--- src/design/ctfp_pkg.sv ---
// Shared types, constants and helper functions of the color table fill pattern generator.
`default_nettype none

package ctfp_pkg;

  // Default table size.
  localparam int TableEntries = 256;
  // Rows in one fill pattern.
  localparam int PatternRows  = 16;

  // Field widths.
  localparam int IndexW = 8;
  localparam int ByteW  = 8;
  localparam int RowW   = 16;
  localparam int RowNumW = 4;
  localparam int IndexCount = 2 ** IndexW;

  // Stream widths.
  localparam int InDataW  = 32;
  localparam int InUserW  = 2;
  localparam int OutDataW = 48;
  localparam int OutUserW = 1;

  // Operation codes carried on the input tuser.
  typedef enum logic [1:0] {
    OP_WRITE = 2'd0,
    OP_READ  = 2'd1,
    OP_FILL  = 2'd2,
    OP_NONE  = 2'd3
  } op_e;

  // Result kind carried on the output tuser.
  typedef enum logic [0:0] {
    KIND_READ    = 1'b0,
    KIND_PATTERN = 1'b1
  } kind_e;

  // One table entry, red in the lowest byte.
  typedef struct packed {
    logic [ByteW-1:0] blue;
    logic [ByteW-1:0] green;
    logic [ByteW-1:0] red;
  } color_t;

  // Access request from the controller to the table memory.
  typedef struct packed {
    logic wr_en;
    logic rd_en;
  } mem_ctrl_t;

  // Control from the controller to the row generator.
  typedef struct packed {
    logic restart;
    logic step;
  } gen_ctrl_t;

  // Base masks picked by the red nibbles.
  localparam logic [RowW-1:0] MASK_TABLE [16] = '{
    16'h0000, 16'h8000, 16'h8080, 16'h8410, 16'h8888, 16'h9124, 16'h9494, 16'hA552,
    16'hAAAA, 16'hEB6E, 16'hDDDD, 16'hF7F7, 16'hFFFF, 16'hE3E3, 16'hFF00, 16'h00FF
  };

  // Index reduced into the table, by repeated subtraction; used for constant tables only.
  function automatic int wrap_index(input int idx, input int entries);
    int v;
    v = idx;
    for (int k = 0; k < IndexCount; k++) begin
      if (v >= entries) begin
        v = v - entries;
      end
    end
    return v;
  endfunction

  // One-bit rotations of a pattern word.
  function automatic logic [RowW-1:0] rot_right(input logic [RowW-1:0] w);
    return {w[0], w[RowW-1:1]};
  endfunction

  function automatic logic [RowW-1:0] rot_left(input logic [RowW-1:0] w);
    return {w[RowW-2:0], w[RowW-1]};
  endfunction

endpackage

`default_nettype wire

--- src/design/ctfp_row_gen.sv ---
// Fill pattern row generator: one row per step from the captured color entry.
`default_nettype none

module ctfp_row_gen (
  input  wire logic                          clk_i,
  input  wire logic                          rst_ni,
  input  wire ctfp_pkg::gen_ctrl_t           ctrl_i,
  input  wire ctfp_pkg::color_t              color_i,
  output logic [ctfp_pkg::RowW-1:0]          row_o
);

  logic [3:0] pos_q, pos_d;
  logic [ctfp_pkg::RowW-1:0] one_q, one_d, two_q, two_d;
  logic [3:0] a_nib, b_nib, a_rows, flags;
  logic [4:0] sum, total, pos_inc;
  logic       start_a, start_b, in_a;
  logic [ctfp_pkg::RowW-1:0] mask_a, mask_b, cur_one, cur_two;

  // Section sizes: an empty pattern gets one row of A, and the total clips at sixteen.
  assign a_nib  = color_i.green[3:0];
  assign b_nib  = color_i.green[7:4];
  assign a_rows = ((a_nib == 4'd0) && (b_nib == 4'd0)) ? 4'd1 : a_nib;
  assign sum    = {1'b0, a_rows} + {1'b0, b_nib};
  assign total  = (sum > 5'd16) ? 5'd16 : sum;

  assign mask_a = ctfp_pkg::MASK_TABLE[color_i.red[3:0]];
  assign mask_b = ctfp_pkg::MASK_TABLE[color_i.red[7:4]];

  // Position within the period picks the section and whether its words reload.
  assign start_b = (pos_q == a_rows);
  assign start_a = (pos_q == 4'd0);
  assign in_a    = (pos_q < a_rows);
  assign flags   = in_a ? color_i.blue[3:0] : color_i.blue[7:4];

  always_comb begin
    if (start_b) begin
      cur_one = mask_b;
      cur_two = mask_b;
    end else if (start_a) begin
      cur_one = mask_a;
      cur_two = mask_a;
    end else begin
      cur_one = one_q;
      cur_two = two_q;
    end
  end

  assign row_o = cur_one | cur_two;

  // Rotations after each row, right before left, as the flags ask.
  always_comb begin
    one_d = cur_one;
    two_d = cur_two;
    if (flags[0]) one_d = ctfp_pkg::rot_right(one_d);
    if (flags[1]) one_d = ctfp_pkg::rot_left(one_d);
    if (flags[2]) two_d = ctfp_pkg::rot_right(two_d);
    if (flags[3]) two_d = ctfp_pkg::rot_left(two_d);
  end

  // The period wraps back to row zero, which repeats the earlier rows.
  assign pos_inc = {1'b0, pos_q} + 5'd1;

  always_comb begin
    pos_d = pos_q;
    if (ctrl_i.restart) begin
      pos_d = '0;
    end else if (ctrl_i.step) begin
      pos_d = (pos_inc == total) ? 4'd0 : pos_inc[3:0];
    end
  end

  always_ff @(posedge clk_i or negedge rst_ni) begin
    if (!rst_ni) begin
      pos_q <= '0;
    end else begin
      pos_q <= pos_d;
    end
  end

  always_ff @(posedge clk_i) begin
    if (ctrl_i.step) begin
      one_q <= one_d;
      two_q <= two_d;
    end
  end

endmodule

`default_nettype wire

--- config.mk ---
export PLATFORM = sky130hd
export DESIGN_NAME = ctfp_row_gen
export DESIGN_NICKNAME = d
export VERILOG_FILES = /design/src/design/ctfp_pkg.sv /design/src/design/ctfp_row_gen.sv
export SDC_FILE = /design/constraint.sdc
export NUM_CORES = 1
export LEC_CHECK = 0
export ABC_CLOCK_PERIOD_IN_PS = 4130
export BUFFER_PORTS_ARGS = -buffer_cell sky130_fd_sc_hd__buf_2
export CORE_MARGIN = 3
export CORE_UTILIZATION = 50
export DETAILED_ROUTE_END_ITERATION = 6
export PLACE_DENSITY = 0.75
export SETUP_SLACK_MARGIN = 0.5
export SYNTH_ARGS = -nofsm -noshare
export SYNTH_HDL_FRONTEND = slang
export SYNTH_SLANG_ARGS = --single-unit
--- constraint.sdc ---
create_clock -name clk_i -period 4.13 [get_ports clk_i]
set_input_delay 0.413 -clock clk_i [delete_from_list [all_inputs] [get_ports clk_i]]
set_output_delay 0.413 -clock clk_i [all_outputs]
set_load 0.01 [all_outputs]
==> impl_metrics.json <==
{
  "synth.cell_area_mm2": 0.00381,
  "setup.reg_to_reg.worst_slack_ps": 1120,
  "via_per_inst": 6.03,
  "grt_first_pass_wirelength_mm": 15.9,
  "hp-class": "input port to flop",
  "timing_max_transition_violations_final": 0,
  "critical_path.max_fanout": 14,
  "ys_types": 57,
  "fin_crit_sh": 0.794,
  "max-clock-path-buffers": 2,
  "cts.htree.levels": 2,
  "routed-via-count": 3442,
  "holdWs_ps": 316,
  "leakage_nw": 1.79,
  "syn-instance-count": 433,
  "synth.net_count": 486,
  "r2r_endpoint": "one_q[12]",
  "grt_start_max_net_pins": 41,
  "clkSinkCount": 36,
  "number_of_antenna_violations_at_the_first_check_in_global_routing": 0,
  "synth_edf_count": 32,
  "max_cap_viol_count": 0,
  "design.core.area_mm2": 0.00733,
  "worstSetupPathType": "flop to primary output",
  "num_io_pins": 44,
  "cts-resized-gates": 0,
  "total_routing_resource_utilization_after_global_routing": 0.228,
  "synthArstFlopShare": 0.111,
  "rr_worst_depth": 8,
  "worst_ep_arrival_time_ps": 2860,
  "rows": 31,
  "seq_area_frac_synth": 0.278,
  "power.share.combinational": 0.481,
  "yosys_warning_total": 0,
  "root_buffer": "clkbuf_8",
  "totalWireLength_mm": 9.81,
  "dpl-instance-area_mm2": 0.00411,
  "finalSetupViolCount": 0,
  "grt_pass1_vias": 3259,
  "fp.dieW_um": 93.3,
  "slew_headroom": 0.415,
  "totalPowerFinal_mw": 1.51,
  "cts_inserted_buffers": 5,
  "share_clk_of_total_power": 0.174,
  "whs_endpoint": "pos_q[1]",
  "hold_violations": 0,
  "die-height_um": 93.3,
  "power_frac_seq": 0.345,
  "die_area_mm2": 0.00870,
  "fin_crit_ps": 3280,
  "run_status": "complete, no violations",
  "peakVddDrop_mv": 0.180,
  "cp-start-kind": "flop",
  "final_setup_skew_ps": 5.61,
  "initial_core_util": 0.520,
  "critical_path.reg2reg.startpoint": "pos_q[1]",
  "end_kind": "primary output",
  "min_path_cells": 2,
  "dpl.hpwl_mm": 7.44,
  "path_clk_slew_ps": 70,
  "area.growth.synth_to_final_pct": 10.6,
  "antenna_cells_inserted": 0,
  "max_freq_ghz": 0.305,
  "rsz_0062_raised_after_global_routing": "false",
  "place_congestion": 0.881,
  "cell_int_power_mw": 0.941,
  "dr.pass1.iters": 4,
  "p_sw_frac": 0.375,
  "finalSetupTns_ps": 0,
  "power.density_cell_area_mw_per_mm2": 358,
  "post_synthesis_register_bit_count": 36,
  "clk_latency_ps": 290,
  "drt_drc_violations_left": 0,
  "postSynthAreaPerCell_um2": 8.80,
  "power_switching_mw": 0.565,
  "num-nets-final": 524,
  "route.detailed.wl_per_inst_um": 17.2,
  "postLayoutCellArea_mm2": 0.00421,
  "drt.antenna.violating_nets": 0,
  "worst_ep_required_time_ps": 3720,
  "globalRoute.totalOverflow": 0,
  "numPortBuffers": 43,
  "layout-drive-gt1-share": 0.172,
  "holdCritStartpoint": "ctrl_i[1]",
  "ys_dominant_reg_cell": "edfxtp_1",
  "tritoncts_clock_tree": "yes",
  "worst_pin_slew_ps": 878,
  "initialDrtViolationCount": 206
}
==> critical path: stages, from the launching register on <==
cell and delay, ps:
dfrtp_1 500, ha_1 410, and4_1 570, buf_4 260, a21oi_1 130, o21a_1 180
or3_1 360, buf_2 150
==> registers in the layout, summed over array words and instances, names as in the netlist <==
| name | cells |
|---|---|
| one_q | 16 |
| two_q | 16 |
| pos_q | 4 |
==> power groups by stage <==
stage	logic (mW)	clock network [mW]	registers (mW)
2_1_floorplan	0.518	0	0.518
3_5_place_dp	0.708	0	0.527
4_1_cts	0.714	0.263	0.520
3_3_place_gp	0.689	0	0.526
6_report	0.725	0.262	0.520
5_1_grt	0.793	0.278	0.527
==> how the worst max path moves through the flow <==
stage	startpoint	to	slack (ps)
floorplan	color_i[10]	one_q[5]	1360
global placement	color_i[10]	row_o[4]	940
detailed placement	color_i[10]	one_q[13]	880
CTS	pos_q[3]	row_o[4]	870
global route	pos_q[3]	row_o[10]	710
finish	pos_q[3]	row_o[4]	850
==> layer usage <==
metal  GRT usage  share of wire
met5           0              0
met4      0.0684          0.027
met3      0.0442          0.065
met2       0.367           0.47
met1       0.308           0.44
==> repair_timing <==
action                    in CTS  in global routing
hold buffers                   1                  0
setup buffers                  0                  0
hold endpoints to repair       4                  0
==> synth_stat cells (5+ instances only) <==
cell type | number | area (um^2)
o211ai_1 | 5 | 37.5
nor2b_1 | 11 | 68.8
nand2b_1 | 9 | 56.3
a21boi_0 | 5 | 37.5
o21ai_0 | 31 | 155
a21oi_1 | 34 | 170
and2_1 | 5 | 31.3
nor2_1 | 28 | 105
or3_1 | 5 | 31.3
mux2i_1 | 49 | 490
mux2_2 | 9 | 101
edfxtp_1 | 32 | 961
nand2_1 | 35 | 131
nand3_1 | 6 | 30.0
a31oi_1 | 8 | 50.1
mux2_1 | 9 | 101
buf_2 | 13 | 65.1
inv_1 | 22 | 82.6
ha_1 | 24 | 300
o21a_1 | 18 | 135
clkbuf_1 | 7 | 26.3
==> stage by stage <==
stage | util | std cells | setup WS, ps
after floorplan | - | 433 | 1360
after global placement | 0.561 | 562 | 940
after detailed placement | 0.561 | 562 | 876
after CTS | 0.575 | 571 | 870
after global routing | 0.575 | 571 | 712
final | 0.575 | 571 | 853
==> cell families (layout without fill, tap and decap cells) <==
kind of cell	count (synthesis)	after routing	share of synthesized area
compound gates	128	128	0.215
simple gates	124	124	0.164
mux	70	70	0.195
buf+inv	45	84	0.0516
flops	36	36	0.278
fa+ha+maj	25	25	0.0841
xor+xnor	5	5	0.0115
==> cell type report <==
cell class                 instances  area, um^2
fill                             668        3120
multi-input combinational        352        2560
sequential                        36        1060
timing repair buffer              54         300
tap                               99         124
clock buffer                       8        90.1
inverter                          22        82.6
==> cells in the final DEF, fill, tap and decap left out, drive strengths merged, types with 9 or more instances in the layout <==
cell     n
edfxtp  32
nor2b   11
nor2    28
o21a    18
mux2i   52
nand2b   9
o21ai   33
buf     53
ha      24
mux2    18
a21oi   35
nand2   35
inv     22
No activity file was read; power rests on OpenSTA's default activity.
